==> config.mk <==
export PLATFORM = sky130hd
export DESIGN_NAME = http_chunked_body_decoder
export DESIGN_NICKNAME = d
export VERILOG_FILES = /design/src/rtl/chd_pkg.sv /design/src/rtl/http_chunked_body_decoder.sv /design/src/rtl/chd_core.sv /design/src/rtl/chd_out.sv
export SDC_FILE = /design/constraint.sdc
export NUM_CORES = 1
export LEC_CHECK = 0
export BUFFER_PORTS_ARGS = -buffer_cell sky130_fd_sc_hd__buf_4
export CAP_MARGIN = 20
export CELL_PAD_IN_SITES_DETAIL_PLACEMENT = 1
export CELL_PAD_IN_SITES_GLOBAL_PLACEMENT = 1
export CORE_MARGIN = 4
export CORE_UTILIZATION = 51
export CTS_CLUSTER_DIAMETER = 50
export DETAILED_ROUTE_END_ITERATION = 10
export HOLD_SLACK_MARGIN = 0.06
export PLACE_DENSITY_LB_ADDON = 0.1
export SYNTH_ARGS = -nofsm -noshare
export SYNTH_HDL_FRONTEND = slang
export SYNTH_SLANG_ARGS = --single-unit
==> constraint.sdc <==
create_clock -name i_clk -period 5.28 [get_ports i_clk]
set_input_delay 0.528 -clock i_clk [delete_from_list [all_inputs] [get_ports i_clk]]
set_output_delay 0.528 -clock i_clk [all_outputs]
set_load 0.02 [all_outputs]
==> src/rtl/chd_pkg.sv <==
`default_nettype none
package chd_pkg;

    localparam int SIZE_BITS_DEF = 31;

    localparam logic FUNC_BYTE  = 1'b0;
    localparam logic FUNC_CLEAR = 1'b1;

    localparam logic [1:0] ST_BUSY = 2'd0;
    localparam logic [1:0] ST_DONE = 2'd1;
    localparam logic [1:0] ST_ERR  = 2'd2;

    localparam logic [7:0] CHAR_CR = 8'h0D;
    localparam logic [7:0] CHAR_LF = 8'h0A;

    typedef struct packed {
        logic       data_valid;
        logic [7:0] out_byte;
        logic [1:0] status;
    } t_result;

    typedef struct packed {
        logic       ok;
        logic [3:0] val;
    } t_hex;

    function automatic t_hex hex_decode(input logic [7:0] c);
        t_hex h;
        h.ok  = 1'b1;
        h.val = 4'd0;
        if (c >= 8'h30 && c <= 8'h39) begin
            h.val = 4'(c - 8'h30);
        end else if (c >= 8'h61 && c <= 8'h66) begin
            h.val = 4'(c - 8'h57);
        end else if (c >= 8'h41 && c <= 8'h46) begin
            h.val = 4'(c - 8'h37);
        end else begin
            h.ok = 1'b0;
        end
        return h;
    endfunction

endpackage
`default_nettype wire

==> src/rtl/http_chunked_body_decoder.sv <==
`default_nettype none
// Chunked body decoder: one body byte (or a clear command) per beat, one result beat per
// input beat, at one beat per clock while o_stall is low. Each byte updates the decoder
// state through a hex decode plus a shift-or of the size, or a decrement of the chunk
// byte count, and the result is registered; a two-entry output buffer accepts one more
// input beat after the output side stalls, then o_stall rises. When the output is free,
// an accepted beat is on o_valid in the next cycle. status is the state after the byte:
// complete and malformed stay until a clear. Chunk sizes up to 2^SIZE_BITS - 1 bytes.
module http_chunked_body_decoder #(
    parameter int SIZE_BITS = chd_pkg::SIZE_BITS_DEF
) (
    input  wire logic       i_clk,
    input  wire logic       i_rst_n,
    input  wire logic       i_valid,
    output logic            o_stall,
    input  wire logic       i_func,
    input  wire logic [7:0] i_in_byte,
    output logic            o_valid,
    input  wire logic       i_stall,
    output logic            o_data_valid,
    output logic [7:0]      o_out_byte,
    output logic [1:0]      o_status
);

    logic             accept;
    chd_pkg::t_result core_res;
    chd_pkg::t_result out_res;

    assign accept = i_valid && !o_stall;

    chd_core #(
        .SIZE_BITS (SIZE_BITS)
    ) u_core (
        .i_clk     (i_clk),
        .i_rst_n   (i_rst_n),
        .i_accept  (accept),
        .i_func    (i_func),
        .i_in_byte (i_in_byte),
        .o_result  (core_res)
    );

    chd_out u_out (
        .i_clk    (i_clk),
        .i_rst_n  (i_rst_n),
        .i_push   (accept),
        .i_result (core_res),
        .i_stall  (i_stall),
        .o_valid  (o_valid),
        .o_result (out_res),
        .o_full   (o_stall)
    );

    assign o_data_valid = out_res.data_valid;
    assign o_out_byte   = out_res.out_byte;
    assign o_status     = out_res.status;

endmodule
`default_nettype wire

==> src/rtl/chd_core.sv <==
`default_nettype none
module chd_core #(
    parameter int SIZE_BITS = chd_pkg::SIZE_BITS_DEF
) (
    input  wire logic             i_clk,
    input  wire logic             i_rst_n,
    input  wire logic             i_accept,
    input  wire logic             i_func,
    input  wire logic [7:0]       i_in_byte,
    output chd_pkg::t_result      o_result
);

    typedef enum logic [2:0] {
        M_SKIP,
        M_SIZE,
        M_DATA,
        M_DONE,
        M_ERR
    } t_mode;

    t_mode                r_mode, n_mode;
    logic [SIZE_BITS-1:0] r_bytes_left, n_bytes_left;
    logic [SIZE_BITS-1:0] r_size_accum, n_size_accum;
    logic                 r_digit_seen, n_digit_seen;
    logic                 r_ext_skip, n_ext_skip;
    logic                 r_nonempty, n_nonempty;

    chd_pkg::t_hex        hv;
    logic                 size_line;
    logic [SIZE_BITS-1:0] dec_left;

    always_comb begin
        n_mode       = r_mode;
        n_bytes_left = r_bytes_left;
        n_size_accum = r_size_accum;
        n_digit_seen = r_digit_seen;
        n_ext_skip   = r_ext_skip;
        n_nonempty   = r_nonempty;
        o_result     = '0;
        size_line    = 1'b0;
        hv           = chd_pkg::hex_decode(i_in_byte);
        dec_left     = (r_bytes_left == '0) ? '0 : r_bytes_left - SIZE_BITS'(1);

        if (i_func == chd_pkg::FUNC_CLEAR) begin
            n_mode       = M_SKIP;
            n_bytes_left = '0;
            n_size_accum = '0;
            n_digit_seen = 1'b0;
            n_ext_skip   = 1'b0;
            n_nonempty   = 1'b0;
        end else begin
            case (r_mode)
                M_SKIP: begin
                    if (i_in_byte != chd_pkg::CHAR_CR && i_in_byte != chd_pkg::CHAR_LF) begin
                        n_mode    = M_SIZE;
                        size_line = 1'b1;
                    end
                end
                M_SIZE: size_line = 1'b1;
                M_DATA: begin
                    o_result.data_valid = 1'b1;
                    o_result.out_byte   = i_in_byte;
                    n_nonempty          = 1'b1;
                    n_bytes_left        = dec_left;
                    if (dec_left == '0) begin
                        n_mode = M_SKIP;
                    end
                end
                M_DONE: ;
                default: n_mode = M_ERR;
            endcase
        end

        if (size_line) begin
            if (i_in_byte == chd_pkg::CHAR_LF) begin
                // line end: the gathered size takes effect
                if (!r_digit_seen) begin
                    n_mode = M_ERR;
                end else if (r_size_accum == '0) begin
                    n_mode = r_nonempty ? M_DONE : M_ERR;
                end else begin
                    n_bytes_left = r_size_accum;
                    n_mode       = M_DATA;
                end
                n_size_accum = '0;
                n_digit_seen = 1'b0;
                n_ext_skip   = 1'b0;
            end else if (!r_ext_skip) begin
                if (!hv.ok) begin
                    n_ext_skip = 1'b1;
                end else if (r_size_accum[SIZE_BITS-1 -: 4] != 4'd0) begin
                    // next digit would overflow the size
                    n_mode = M_ERR;
                end else begin
                    n_size_accum = {r_size_accum[SIZE_BITS-5:0], hv.val};
                    n_digit_seen = 1'b1;
                end
            end
        end

        if (n_mode == M_DONE) begin
            o_result.status = chd_pkg::ST_DONE;
        end else if (n_mode == M_ERR) begin
            o_result.status = chd_pkg::ST_ERR;
        end else begin
            o_result.status = chd_pkg::ST_BUSY;
        end
    end

    always_ff @(posedge i_clk) begin
        if (!i_rst_n) begin
            r_mode       <= M_SKIP;
            r_bytes_left <= '0;
            r_size_accum <= '0;
            r_digit_seen <= 1'b0;
            r_ext_skip   <= 1'b0;
            r_nonempty   <= 1'b0;
        end else if (i_accept) begin
            r_mode       <= n_mode;
            r_bytes_left <= n_bytes_left;
            r_size_accum <= n_size_accum;
            r_digit_seen <= n_digit_seen;
            r_ext_skip   <= n_ext_skip;
            r_nonempty   <= n_nonempty;
        end
    end

`ifndef SYNTHESIS
    a_data_only_in_data: assert property (@(posedge i_clk) disable iff (!i_rst_n)
        (i_accept && o_result.data_valid) |-> (r_mode == M_DATA))
        else $error("payload byte produced outside chunk data");

    a_data_has_count: assert property (@(posedge i_clk) disable iff (!i_rst_n)
        (r_mode == M_DATA) |-> (r_bytes_left != '0))
        else $error("in chunk data with no bytes left");

    a_clear_resets: assert property (@(posedge i_clk) disable iff (!i_rst_n)
        (i_accept && i_func == chd_pkg::FUNC_CLEAR) |=>
            (r_mode == M_SKIP && r_size_accum == '0 && !r_nonempty))
        else $error("clear did not reset decoder");

    a_done_sticky: assert property (@(posedge i_clk) disable iff (!i_rst_n)
        (i_accept && r_mode == M_DONE && i_func == chd_pkg::FUNC_BYTE) |=>
            (r_mode == M_DONE))
        else $error("complete status lost without clear");
`endif

endmodule
`default_nettype wire

==> src/rtl/chd_out.sv <==
`default_nettype none
module chd_out (
    input  wire logic             i_clk,
    input  wire logic             i_rst_n,
    input  wire logic             i_push,
    input  chd_pkg::t_result      i_result,
    input  wire logic             i_stall,
    output logic                  o_valid,
    output chd_pkg::t_result      o_result,
    output logic                  o_full
);

    logic             r_out_v;
    logic             r_skid_v;
    chd_pkg::t_result r_out;
    chd_pkg::t_result r_skid;
    logic             take;

    assign take     = r_out_v && !i_stall;
    assign o_valid  = r_out_v;
    assign o_result = r_out;
    assign o_full   = r_skid_v;

    always_ff @(posedge i_clk) begin
        if (!i_rst_n) begin
            r_out_v  <= 1'b0;
            r_skid_v <= 1'b0;
        end else if (take || !r_out_v) begin
            // output register frees up: drain skid first, then the new beat
            if (r_skid_v) begin
                r_out    <= r_skid;
                r_out_v  <= 1'b1;
                r_skid_v <= i_push;
                if (i_push) begin
                    r_skid <= i_result;
                end
            end else begin
                r_out_v <= i_push;
                if (i_push) begin
                    r_out <= i_result;
                end
            end
        end else if (i_push) begin
            r_skid   <= i_result;
            r_skid_v <= 1'b1;
        end
    end

`ifndef SYNTHESIS
    a_skid_behind_out: assert property (@(posedge i_clk) disable iff (!i_rst_n)
        r_skid_v |-> r_out_v)
        else $error("skid holds a beat while output is empty");

    a_held_push_parks: assert property (@(posedge i_clk) disable iff (!i_rst_n)
        (i_push && r_out_v && i_stall) |=> (r_skid_v && r_out_v))
        else $error("beat pushed under stall was not parked");

    a_no_push_when_full: assert property (@(posedge i_clk) disable iff (!i_rst_n)
        (r_skid_v && !take) |-> !i_push)
        else $error("beat pushed into full buffer");
`endif

endmodule
`default_nettype wire
; ---- Word-level counts from Yosys, hierarchy flattened
; Index checks and enable logic that the tools add are counted.
[totals]
ff_bits = 92
input_bits = 13
wordCells = 115
out_inout_bits = 13
[classes]
n_eq_ne = 9
n_reduce_logical = 22
mux = 60
n_addsub = 4
magnitude_cmp = 6
[ops]
columns = op, n
row1 = 2-to-1 mux 31 bit, 13
row2 = logical NOT 31 bit, 3
row3 = 2-to-1 mux 11 bit, 5
row4 = 2-to-1 mux 3 bit, 11
row5 = subtractor 31 x 1 -> 31 bit (second input constant), 1
row6 = 2-to-1 mux 1 bit, 22
row7 = 2-to-1 mux 9 bit, 2
row8 = greater-or-equal comparator 8 x 7 -> 1 bit (second input constant), 2
row9 = <= comparator 8 x 7 -> 1 bit (second input constant), 2
row10 = inequality test 8 x 4 -> 1 bit (second input constant), 2
row11 = 2-to-1 mux 4 bit, 3
row12 = equality test 3 x 2 -> 1 bit (second input constant), 3
row13 = case mux 3 bit (3 select lines), 1
row14 = equality test 8 x 4 -> 1 bit (second input constant), 1
row15 = greater-or-equal comparator 8 x 6 -> 1 bit (second input constant), 1
row16 = <= comparator 8 x 6 -> 1 bit (second input constant), 1
row17 = subtractor 4 x 3 -> 4 bit (second input constant), 2
row18 = logical AND 1 bit, 6
row19 = nonzero test 2 bit, 3
row20 = 2-to-1 mux 2 bit, 2
row21 = AND reduction 2 bit, 2
row22 = nonzero test 4 bit, 1
row23 = subtractor 4 x 1 -> 4 bit (second input constant), 1
row24 = equality test 3 x 1 -> 1 bit (second input constant), 1
row25 = other kinds (8), 10

; ---- Depth between registers and ports, before layout
; Gate-level depths: netlist of the first run.
[depth]
word_depth = 17
mapped_depth = 11
ltp_nobuf = 9

; ---- Modules after synthesis
; Synthesis of the first run repeated with hierarchy kept, for this count alone.
[unflattened]
hier_cells = 597
area_unflattened_um2 = 5415.2
[by_module_without_submodules]
columns = module, area_per_inst_um2, instances, cells_per_inst, seq_area_each_um2
row1 = chd_core, 4468.0, 1, 549, 1361.3
row2 = chd_out, 933.4, 1, 47, 700.7
row3 = http_chunked_body_decoder, 13.8, 1, 1, 0.0

; ---- Worst setup path after synthesis of the first run
; Ideal clock, no wire load.
[synth_timing]
path_kind = flip-flop to flip-flop
from = register u_core.r_bytes_left[0]
to = register u_core.r_bytes_left[28]
setup_ns = 0.121
period_less_slack_ns = 2.520
path_buffers = 0
slack_ns = 2.760
arrival_time_ns = 2.400
t_required_ns = 5.159
stages_incl_launch_ff = 10
cell_sequence = dfxtp_1 > inv_1 > ha_1 > or4b_4 > nor4_4 > nand3_2 > mux2_4 > a221o_1 > o2111ai_1 > nand2_1
[synth_via]
elab_chain_len = 8
elab_cells_between_ends = 9
cone_classes = add/sub: 1 / mux: 7 / reduce/logical: 1
[synth_lines]
columns = element, line
row1 = start: declaration, chd_core.sv:22  ; logic [SIZE_BITS-1:0] r_bytes_left, n_bytes_left;
row2 = start signal: assignment, chd_core.sv:120  ; r_bytes_left <= n_bytes_left;
row3 = subtractor 31 x 1 -> 31 bit / logical NOT 31 bit (equally long branches), chd_core.sv:42  ; dec_left = (r_bytes_left == '0) ? '0 : r_bytes_left - SIZE_BITS'(1);
row4 = 2-to-1 mux 31 bit (*), chd_core.sv:42
row5 = 2-to-1 mux 31 bit (*), chd_core.sv:52  ; case (r_mode)
row6 = 2-to-1 mux 31 bit (*), chd_core.sv:44  ; if (i_func == chd_pkg::FUNC_CLEAR) begin
row7 = 2-to-1 mux 31 bit, chd_core.sv:79  ; end else if (r_size_accum == '0) begin
row8 = 2-to-1 mux 31 bit, chd_core.sv:77  ; if (!r_digit_seen) begin
row9 = 2-to-1 mux 31 bit, chd_core.sv:75  ; if (i_in_byte == chd_pkg::CHAR_LF) begin
row10 = 2-to-1 mux 31 bit (*), chd_core.sv:74  ; if (size_line) begin
; Every way passes the cells marked *; elsewhere a longest branch is shown, timed or not.
; A chain may end at the register's enable or synchronous reset.

; ---- Worst setup path in the final report of the first run
[layout_timing]
from = register u_core.r_bytes_left[0]
to = register u_core.r_mode[1]
[layout_via]
elab_chain_len = 11
elab_cells_between_ends = 12
cone_classes = add/sub: 1 / mux: 9 / reduce/logical: 2
[layout_lines]
columns = element, line
row1 = subtractor 31 x 1 -> 31 bit / logical NOT 31 bit (equally long branches), chd_core.sv:42
row2 = 2-to-1 mux 31 bit (*), chd_core.sv:42
row3 = logical NOT 31 bit (*), chd_core.sv:65  ; if (dec_left == '0) begin
row4 = 2-to-1 mux 3 bit (*), chd_core.sv:65
row5 = case mux 3 bit (3 select lines) (*), chd_core.sv:52
row6 = 2-to-1 mux 3 bit (*), chd_core.sv:44
row7 = 2-to-1 mux 3 bit, chd_core.sv:91  ; end else if (r_size_accum[SIZE_BITS-1 -: 4] != 4'd0) begin
row8 = 2-to-1 mux 3 bit, chd_core.sv:89  ; if (!hv.ok) begin
row9 = 2-to-1 mux 3 bit, chd_core.sv:88  ; end else if (!r_ext_skip) begin
row10 = 2-to-1 mux 3 bit, chd_core.sv:75
row11 = 2-to-1 mux 3 bit (*), chd_core.sv:74
row12 = end signal: assignment, chd_core.sv:119  ; r_mode <= n_mode;
row13 = end: declaration, chd_core.sv:21  ; t_mode r_mode, n_mode;
; Marked as above.

==> reports/summary.txt, run 1 <==
Worst EP required: 5.57 ns
Worst path cell trace: inv_1, ha_1, nor4b_2, nand4_1, o32ai_1, nand2_1, a2111oi_0, a21oi_1, o21a_1
Seq/Total Area, Yosys: 38.9%
Final antenna-violating net count: 0
CP Launch Point: u_core.r_bytes_left[0]$_SDFFE_PN0P_
Vias in the first global route: 4,646
Multi-input gate area: 2990 µm²
Worst setup SP type: flop
Seq. cell area: 2060 µm²
Final instance count without filler cells: 730
# fillers: 1,190
Leakage power: 2.08 nW
Synthesis-stage register bit count: 92
Crit Reg-Reg Endpoint: u_core.r_mode[1]$_SDFFE_PN0P_
Status: completed
Total Power: 1.31 mW
DRT Wirelength: 15.9 mm
Detail-routed via count per cell: 6.44
Slowest stage delay, CP: 0.59 ns
Worst EP arrival: 3.56 ns
Starting Density: 53.3%
Reg2Reg Setup Slack: 2.01 ns
GRT Total Usage: 27.9%
DIE AREA: 12,100 µm²
Core box area: 9950 µm²
Setup Fix Bufs, Post-CTS: 0
Cell count after synthesis: 595
Final design utilization: 57.2%
Hold path start: i_valid
Slew HR: 30.1%
Layout cells sized above 1: 12.1%
Max-cap check violation count: 0
Crit end category: flop
Clk buf depth: 2
Final setup margin: 2.01 ns
Final setup viols: 0
Port bufs: 25
TritonRoute pass-1 iters: 5
CTS tree: done
Nets: 611
EDFF count, synth: 22
Critical path fanouts, max: 11
Vias: 4,700
Worst slack, placed: 1.79 ns
Path type of the worst min-delay path: input port to flop
Post-synth ARST share: 0%
Critical path's slowest cell: a2111oi_0
Avg WL per Cell: 21.7 µm
Placed Instances: 712
WP buf/inv: 1
N_diodes: 0
Hold EP: u_out.o_full$_SDFFE_PN0P_
Cts bufs inserted: 9
Post-CTS sizing: 0
CTS Hold Bufs: 0
Largest net degree at the start of global routing: 73
Reg2Reg Launch Point: u_core.r_bytes_left[0]$_SDFFE_PN0P_
Net Count, Synth: 614
Area delta synth->final: 7.33%
Slew Limit Fails: 0
Total gr overflow: 0
Yosys cell types: 71
Gpl congestion: 0.881
Die width: 110 µm
Cell Rows: 36
Ys flop type: dfxtp_1
Clk pin slew, worst setup/hold paths: 0.09 ns
Pwr dens: 229 nW/µm²
Initial antenna violation count: 0
Cell family with most CP delay: compound AO/OA/AOI/OAI gates
Final period util: 61.9%
CTS root buf: clkbuf_8
FMAX: 306 MHz
Layout Cell Area excl Fill: 5700 µm²
DP Area: 5490 µm²
Hold Path Depth: 3
R2r worst-path depth: 9
Clock Skew: 0.0110 ns
Initial DRC count: 355
Num Clock Sinks: 92
Setup CP Type: flop to flop
Syn Area/Cell: 8.92 µm²
Worst-margin pin slew: 1.05 ns
Worst skew pair latency: 0.38 ns
CTS H-tree depth: 3
Die height: 110 µm
First-pass GRT wire length: 25.5 mm
Final Hold Vio Count: 0
DRC Markers: 0
Max IR drop VDD: 0.000227 V
Setup TNS Final: 0 ns
Post-Syn Area: 5310 µm²
Final Critical Period: 3.27 ns
I/O Pins: 26
RSZ-0062 raised after global routing: false
Dpl hpwl: 11.1 mm
Hold WS: 0.427 ns
Synth warnings: 0
-- worst max path at each step --
stage / cells after the start / to / slack (ns)
detailed placement: 10 / u_core.r_size_accum[22]$_SDFFE_PN0P_ / 1.79
global placement: 10 / u_core.r_size_accum[7]$_SDFFE_PN0P_ / 1.98
CTS: 9 / u_core.r_mode[1]$_SDFFE_PN0P_ / 2.07
floorplan: 9 / u_core.r_bytes_left[28]$_SDFFE_PN0P_ / 2.76
finish: 9 / u_core.r_mode[1]$_SDFFE_PN0P_ / 2.01
global route: 9 / u_core.r_mode[1]$_SDFFE_PN0P_ / 1.82
-- report_power, final --
group / leakage (nW) / total, mW / internal [mW] / switching, mW
sequential: 0.789 / 0.730 / 0.724 / 0.00565
clock: 0.0906 / 0.483 / 0.225 / 0.258
combinational: 1.20 / 0.0935 / 0.0339 / 0.0596
-- final cells by class --
type	count	share of cell area, %
multi-input cells	445	52.5
flip-flops and latches	92	36.2
repair buffers	33	4.35
well taps	133	2.92
clock buffers	12	2.44
clock inverters	4	0.901
inverters	11	0.725
-- registers in the layout (all words and copies together) (netlist names) --
register,cells
u_core.r_ext_skip,1
u_out.r_skid,11
u_out.o_valid,1
u_core.r_mode,3
u_out.o_result,11
u_core.r_digit_seen,1
u_out.o_full,1
u_core.r_size_accum,31
u_core.r_bytes_left,31
u_core.r_nonempty,1
-- cells in the mapped netlist, types with 5 or more instances --
library cell / instances / share of area, %
a211oi_1: 7 / 0.99
a21boi_0: 5 / 0.71
a21o_1: 5 / 0.71
a21oi_1: 14 / 1.3
a221oi_1: 6 / 0.99
a22o_1: 8 / 1.3
a22oi_1: 45 / 6.4
and2_1: 21 / 2.5
buf_2: 12 / 1.1
buf_4: 5 / 0.71
clkbuf_1: 28 / 2.0
dfxtp_1: 70 / 26
edfxtp_1: 22 / 12
ha_1: 6 / 1.4
inv_1: 11 / 0.78
mux2_2: 9 / 1.9
nand2_1: 40 / 2.8
nand2b_1: 5 / 0.59
nand3_1: 8 / 0.75
nand4_1: 7 / 0.83
nor2_1: 36 / 2.5
nor2b_1: 49 / 5.8
nor3_1: 10 / 0.94
nor3b_1: 6 / 0.85
nor4_1: 19 / 2.2
o21ai_0: 36 / 3.4
o21ai_1: 11 / 1.0
o2bb2ai_1: 5 / 0.83
o31ai_1: 6 / 0.85
or3_1: 8 / 0.94
xnor2_1: 9 / 1.5
xor2_1: 9 / 1.5
-- cell usage in the layout, fill, tap and decap left out, types with 6 or more instances in the layout --
cell      count
inv_1        11
mux2_2        9
buf_4        33
a22o_1        8
ha_1          6
nand3_1       8
nor2b_1      48
or3_1         8
o21ai_0      36
xnor2_1       9
nor4_1       19
nand4_1       7
o21ai_1      11
edfxtp_1     22
a21oi_1      14
xor2_1        9
o31ai_1       6
a221oi_1      6
nor2_1       36
nor3_1       10
nor3b_1       6
clkbuf_8      9
dfxtp_1      70
and2_1       21
a211oi_1      7
a22oi_1      45
nand2_1      40
-- logic make-up (layout without fill, tap and decap cells) --
family                   Yosys count  count (layout)  share of synthesized area [%]
AO/OA/AOI/OAI                    176             176                           23.4
XOR/XNOR                          18              18                           2.97
adder cells (fa/ha/maj)            6               6                           1.41
buffers and inverters             58              60                           4.88
flip-flops                        92              92                           38.9
multiplexers                      12              12                           2.57
AND/OR/NAND/NOR                  233             233                           25.9
-- per-layer routing --
layer / vias to the layer above / share of wire (%) / GRT usage [%]
met5: - / 0 / 0
met4: 0 / 1.0 / 5.52
met3: 16 / 6.3 / 5.82
met2: 134 / 46 / 43.8
met1: 2363 / 47 / 40.0
li1: 2187 / - / -
-- tightest hold or removal path: cells and delay by family --
family / cells / cell delay (ns)
AND/OR/NAND/NOR: 2 / 0.15
buffers and inverters: 1 / 0.09
No activity file was read; power rests on OpenSTA's default activity.
==> run 2, diff against run 1 <==
--- a/config.mk
+++ b/config.mk
@@ -10,7 +10,7 @@
 export CELL_PAD_IN_SITES_DETAIL_PLACEMENT = 1
 export CELL_PAD_IN_SITES_GLOBAL_PLACEMENT = 1
 export CORE_MARGIN = 4
-export CORE_UTILIZATION = 51
+export CORE_UTILIZATION = 48
 export CTS_CLUSTER_DIAMETER = 50
 export DETAILED_ROUTE_END_ITERATION = 10
 export HOLD_SLACK_MARGIN = 0.06
==> constraint.sdc (replaced) <==
create_clock -name i_clk -period 3.15 [get_ports i_clk]
set_input_delay 0.315 -clock i_clk [delete_from_list [all_inputs] [get_ports i_clk]]
set_output_delay 0.315 -clock i_clk [all_outputs]
set_load 0.02 [all_outputs]
==> run 2 against run 1 <==
Against the previous run: via count barely moved; clock power increased by 73%; critical endpoint is now u_core.r_bytes_left[28]$_SDFFE_PN0P_; utilization decreased by 3.3 points; global-route usage shrank 1.6 points; critical path type unchanged; non-clock buffer count up 13; die area up 5.8%; largest cell class unchanged.
==> reports/summary.txt, run 2 (synthesis gave the netlist of run 1 again) <==
Path type of the worst min-delay path: input port to flop
Pwr dens: 380 nW/µm²
Clk buf depth: 2
Nets: 624
Placed Instances: 734
CTS tree: done
Critical path's slowest cell: or4b_4
Layout cells sized above 1: 14.3%
Setup TNS Final: 0 ns
Met3 GRT Util: 5.88%
Critical path fanouts, max: 8
N_diodes: 0
Worst-margin pin slew: 0.995 ns
Final setup viols: 0
Final period util: 91.9%
Dpl hpwl: 11.5 mm
Final instance count without filler cells: 750
Final design utilization: 53.9%
Met2 Use GR: 40.5%
GRT Total Usage: 26.4%
Slew Limit Fails: 0
First-pass GRT wire length: 26.3 mm
Worst skew pair latency: 0.39 ns
Switching share of power: 25.4%
Worst path cell trace: inv_1, ha_1, or4b_4, nor4_4, nand3_2, mux2_4, a221o_1, o2111ai_1, nand2_1
Crit end category: flop
Slowest stage delay, CP: 0.54 ns
# fillers: 1,277
Total Power: 2.22 mW
Final Hold Vio Count: 0
Setup Fix Bufs, Post-CTS: 0
Port bufs: 25
Area delta synth->final: 10.2%
Reg power frac: 55.1%
Final antenna-violating net count: 0
I/O Pins: 26
Leakage power: 2.16 nW
Net Switching: 0.565 mW
Max IR drop VDD: 0.000352 V
Worst setup SP type: flop
Hold WS: 0.197 ns
Core box area: 10,800 µm²
GRT busiest layer: met2
Avg WL per Cell: 21.7 µm
Num Clock Sinks: 92
Post-CTS sizing: 0
DIE AREA: 12,800 µm²
Vias: 4,703
Biggest regs: u_core.r_bytes_left: 31 flops, u_core.r_size_accum: 31 flops
Cell Int Power: 1.66 mW
Gpl congestion: 0.918
Die height: 113 µm
Clock power share: 37.6%
Worst EP arrival: 3.17 ns
Vias in the first global route: 4,770
CTS H-tree depth: 3
Starting Density: 48.9%
Most common cell after layout, fill and taps aside: dfxtp_1
Max-cap check violation count: 0
Initial antenna violation count: 0
Worst EP required: 3.42 ns
Commonest non-fill, non-tap cells in the layout: dfxtp_1 (70), nor2b_1 (48), a22oi_1 (45)
Die width: 113 µm
CTS Hold Bufs: 0
Cts bufs inserted: 9
Setup CP Type: flop to flop
Detail-routed via count per cell: 6.27
Initial DRC count: 440
Final Critical Period: 2.89 ns
DRT Wirelength: 16.3 mm
CTS root buf: clkbuf_8
Total gr overflow: 0
Largest net degree at the start of global routing: 70
Met1 Use GR: 37.5%
Clock Skew: 0.0193 ns
Status: completed
TritonRoute pass-1 iters: 5
Cell Rows: 38
RSZ-0062 raised after global routing: false
Combinational power share: 7.3%
Slew HR: 33.4%
Clk pin slew, worst setup/hold paths: 0.10 ns
DRC Markers: 0
FMAX: 345 MHz
[run 2: cell count changes in the layout (fill, tap and decap cells not counted), sizes merged]
| cell | previous run | this run |
|---|---|---|
| buf | 33 | 46 |
| bufinv | 1 | 0 |
| clkbuf | 12 | 13 |
| clkinvlp | 2 | 1 |
| inv | 12 | 13 |
[run 2: path summary, 6_finish.rpt]
path	startpoint	to	slack (ns)	depth (start not counted)
max	u_core.r_bytes_left[0]$_SDFFE_PN0P_	u_core.r_bytes_left[28]$_SDFFE_PN0P_	0.26	9
min	i_valid	u_out.o_full$_SDFFE_PN0P_	0.20	3
max reg2reg	u_core.r_bytes_left[0]$_SDFFE_PN0P_	u_core.r_bytes_left[28]$_SDFFE_PN0P_	0.26	9
min reg2reg	u_out.o_valid$_SDFFE_PN0N_	u_out.o_full$_SDFFE_PN0P_	0.51	2
[run 2: final cells by class]
cell class              instances  area [µm²]  share of cell area [%]
multi-input cells             445        2990                    51.2
clock inverters                 3        25.0                   0.428
flip-flops and latches         92        2060                    35.3
well taps                     140         175                    3.00
inverters                      11        41.3                   0.706
repair buffers                 46         370                    6.33
clock buffers                  13         180                    3.08
[run 2: per-stage QoR]
stage	area (µm²)	setup WS, ns
after floorplan	5310	0.630
after global placement	5640	0.320
after detailed placement	5640	0.113
after CTS	5840	0.112
after global routing	5850	0.0716
final	5850	0.255
[run 2: worst max-delay path, delay by kind of cell (launching register included)]
kind | cells | cell delay, ns
flops | 1 | 0.40
mux | 1 | 0.32
fa+ha+maj | 1 | 0.29
buf+inv | 1 | 0.13
compound gates | 2 | 0.42
simple gates | 4 | 1.21
[run 2: power by group through the flow]
stage / combinational (mW) / sequential, mW / clock [mW]
global placement: 0.156 / 1.25 / 0
floorplan: 0.0883 / 1.26 / 0
global route: 0.174 / 1.23 / 0.925
CTS: 0.161 / 1.22 / 0.861
detailed placement: 0.160 / 1.25 / 0
finish: 0.162 / 1.22 / 0.837
[run 2: per-layer routing]
metal	vias to the layer above	wire (µm)
met2	128	7410
met5	-	0
met1	2335	7620
met3	16	1060
li1	2224	-
met4	0	215
==> run 3, diff against run 2 <==
--- a/config.mk
+++ b/config.mk
@@ -5,7 +5,7 @@
 export SDC_FILE = /design/constraint.sdc
 export NUM_CORES = 1
 export LEC_CHECK = 0
-export BUFFER_PORTS_ARGS = -buffer_cell sky130_fd_sc_hd__buf_4
+export BUFFER_PORTS_ARGS = -buffer_cell sky130_fd_sc_hd__buf_2
 export CAP_MARGIN = 20
 export CELL_PAD_IN_SITES_DETAIL_PLACEMENT = 1
 export CELL_PAD_IN_SITES_GLOBAL_PLACEMENT = 1
@@ -17,4 +17,5 @@
 export PLACE_DENSITY_LB_ADDON = 0.1
 export SYNTH_ARGS = -nofsm -noshare
 export SYNTH_HDL_FRONTEND = slang
+export SYNTH_HIERARCHICAL = 1
 export SYNTH_SLANG_ARGS = --single-unit
==> run 3 against run 2 <==
Against the previous run: sequential power about the same; sequential share of layout area down 0.42 points; critical path type unchanged; synthesized area is 2.1% higher; clock skew decreased by 0.011 ns; register-to-register slack gained 0.22 ns; largest cell class unchanged; highest routed layer unchanged; synthesized cell count grew 0.34%.
==> reports/summary.txt, run 3 <==
DRC Markers: 0
Hold Path Depth: 3
Synth top cells by count: dfxtp_1 (70), nor2_1 (68), o21ai_0 (34), clkbuf_1 (30)
Final design utilization: 54.1%
Vias: 4,986
DP Area: 5620 µm²
Cell Rows: 38
Ys flop type: dfxtp_1
Post-synth ARST share: 0%
Syn Area/Cell: 9.07 µm²
Slew Limit Fails: 0
DRT Wirelength: 17.0 mm
Cell family with most CP delay: simple AND/OR/NAND/NOR gates
Final Hold Vio Count: 0
Largest net degree at the start of global routing: 50
Vias in the first global route: 4,990
Clock power share: 40.5%
Status: completed
# fillers: 1,287
Worst-margin pin slew: 0.903 ns
Combinational power share: 13.4%
Largest cells by area after synthesis: dfxtp_1 (26%), edfxtp_1 (12%), nor2_1 (4.7%), a22oi_1 (3.9%), o21ai_0 (3.1%)
Net Count, Synth: 616
CTS Hold Bufs: 0
Setup TNS Final: 0 ns
Most common cell after layout, fill and taps aside: dfxtp_1
Cts bufs inserted: 9
Crit end category: flop
Gpl congestion: 0.869
Reg power frac: 46.1%
Worst EP required: 3.39 ns
DIE AREA: 13,000 µm²
CTS H-tree depth: 3
Synthesis-stage register bit count: 92
Initial antenna violation count: 0
Worst path cell trace: nand2b_1, or3_1, nor2_2, o21ai_0, a221oi_1
I/O Pins: 26
Synth warnings: 6
EDFF count, synth: 22
Critical path's slowest cell: nor2_2
Layout Cell Area excl Fill: 5920 µm²
N_diodes: 0
RSZ-0062 raised after global routing: false
Setup CP Type: flop to flop
CTS root buf: clkbuf_16
Clock Skew: 0.00787 ns
Cell depth of the worst setup path: 5
Die width: 114 µm
Initial DRC count: 420
Worst skew pair latency: 0.36 ns
Die height: 114 µm
Switching share of power: 27.8%
Seq/Total Area, Yosys: 38.1%
Hold WS: 0.293 ns
Cell Int Power: 1.95 mW
Slew HR: 39.7%
TritonRoute pass-1 iters: 4
Synth area leader: dfxtp_1
Dpl hpwl: 11.8 mm
Critical path fanouts, max: 16
Worst EP arrival: 2.92 ns
GRT Total Usage: 26.7%
Yosys cell types: 82
Port bufs: 25
Final setup viols: 0
Setup Fix Bufs, Post-CTS: 0
Slowest stage delay, CP: 0.74 ns
FMAX: 374 MHz
Total gr overflow: 0
CTS tree: done
Max IR drop VDD: 0.000335 V
Final antenna-violating net count: 0
Clk pin slew, worst setup/hold paths: 0.07 ns
Num Clock Sinks: 92
Count leader, synth: dfxtp_1
Commonest non-fill, non-tap cells in the layout: dfxtp_1 (70), nor2_1 (68), o21ai_0 (34)
Leakage power: 2.19 nW
Area delta synth->final: 9.31%
Pwr dens: 457 nW/µm²
Core box area: 10,900 µm²
Max-cap check violation count: 0
First-pass GRT wire length: 27.3 mm
Path type of the worst min-delay path: input port to flop
Yosys top cell area share: 25.9%
Total Power: 2.70 mW
Worst setup SP type: flop
Clk buf depth: 2
WP buf/inv: 0
Post-CTS sizing: 0
Post-Syn Area: 5420 µm²
Cell count after synthesis: 597
Nets: 628
Detail-routed via count per cell: 6.61
Net Switching: 0.751 mW
Starting Density: 49.5%
Avg WL per Cell: 22.5 µm
Final period util: 84.8%
Biggest regs: u_core/r_bytes_left: 31 flops, u_core/r_size_accum: 31 flops
Layout cells sized above 1: 16.9%
R2r worst-path depth: 5
Final Critical Period: 2.67 ns
[run 3: cell count changes in the layout (fill, tap and decap cells not counted), sizes merged, moves of 7 or more]
cell	change
and3	+12
nor4	+9
a21oi	+13
a22oi	-13
nor2	+33
and2	-16
nor2b	-44
o21ai	-7
nand2	-18
o31ai	+7
nor3	+17
a22o	-8
[run 3: worst paths after layout]
path         slack, ns                            startpoint                                    to
max               0.48         u_core/r_mode[0]$_SDFFE_PN0P_   u_core/r_bytes_left[0]$_SDFFE_PN0P_
min               0.29                               i_stall            u_out/o_valid$_SDFFE_PN0N_
max reg2reg       0.48         u_core/r_mode[0]$_SDFFE_PN0P_   u_core/r_bytes_left[0]$_SDFFE_PN0P_
min reg2reg       0.51  u_core/r_bytes_left[28]$_SDFFE_PN0P_  u_core/r_bytes_left[28]$_SDFFE_PN0P_
[run 3: per-layer routing]
layer	routed length (µm)	part of all wire, %	vias up	global-route usage, %
met1	7600	45	2513	33.9
met4	506	3.0	0	11.5
met5	0	0	-	0
met2	8310	49	115	45.8
met3	570	3.4	31	3.22
li1	-	-	2327	-
[run 3: kinds of logic (layout without fill, tap and decap cells)]
group | Yosys count | count (layout) | share of synthesized area, %
compound gates | 179 | 179 | 24.7
xor+xnor | 16 | 16 | 2.59
fa+ha+maj | 6 | 6 | 1.39
buf+inv | 63 | 80 | 5.98
flops | 92 | 92 | 38.1
mux | 15 | 15 | 3.44
simple gates | 226 | 226 | 23.9
[run 3: power by group through the flow]
stage / Clock [mW] / Combinational (mW) / Sequential (mW)
floorplan: 0 / 0.256 / 1.27
global placement: 0 / 0.346 / 1.27
detailed placement: 0 / 0.357 / 1.27
CTS: 1.11 / 0.360 / 1.25
global route: 1.16 / 0.397 / 1.25
finish: 1.10 / 0.363 / 1.25
[run 3: worst min-delay path, cell delays in order]
cell      delay [ns]
buf_2           0.12
a211oi_1        0.07
nor2b_1         0.10
[run 3: metrics by stage]
step                      worst slack [ns]  std cells
after detailed placement             0.397        738
after global routing                 0.313        754
after floorplan                      0.668        597
after global placement               0.464        738
after CTS                            0.509        754
final                                0.478        754
[run 3: final cells by class]
cell class | instances | area (µm²) | share of cell area (%)
multi-input combinational | 442 | 3030 | 51.2
sequential | 92 | 2060 | 34.8
timing repair buffer | 48 | 298 | 5.03
clock buffer | 12 | 268 | 4.52
tap | 140 | 175 | 2.96
inverter | 16 | 60.1 | 1.01
clock inverter | 4 | 27.5 | 0.465
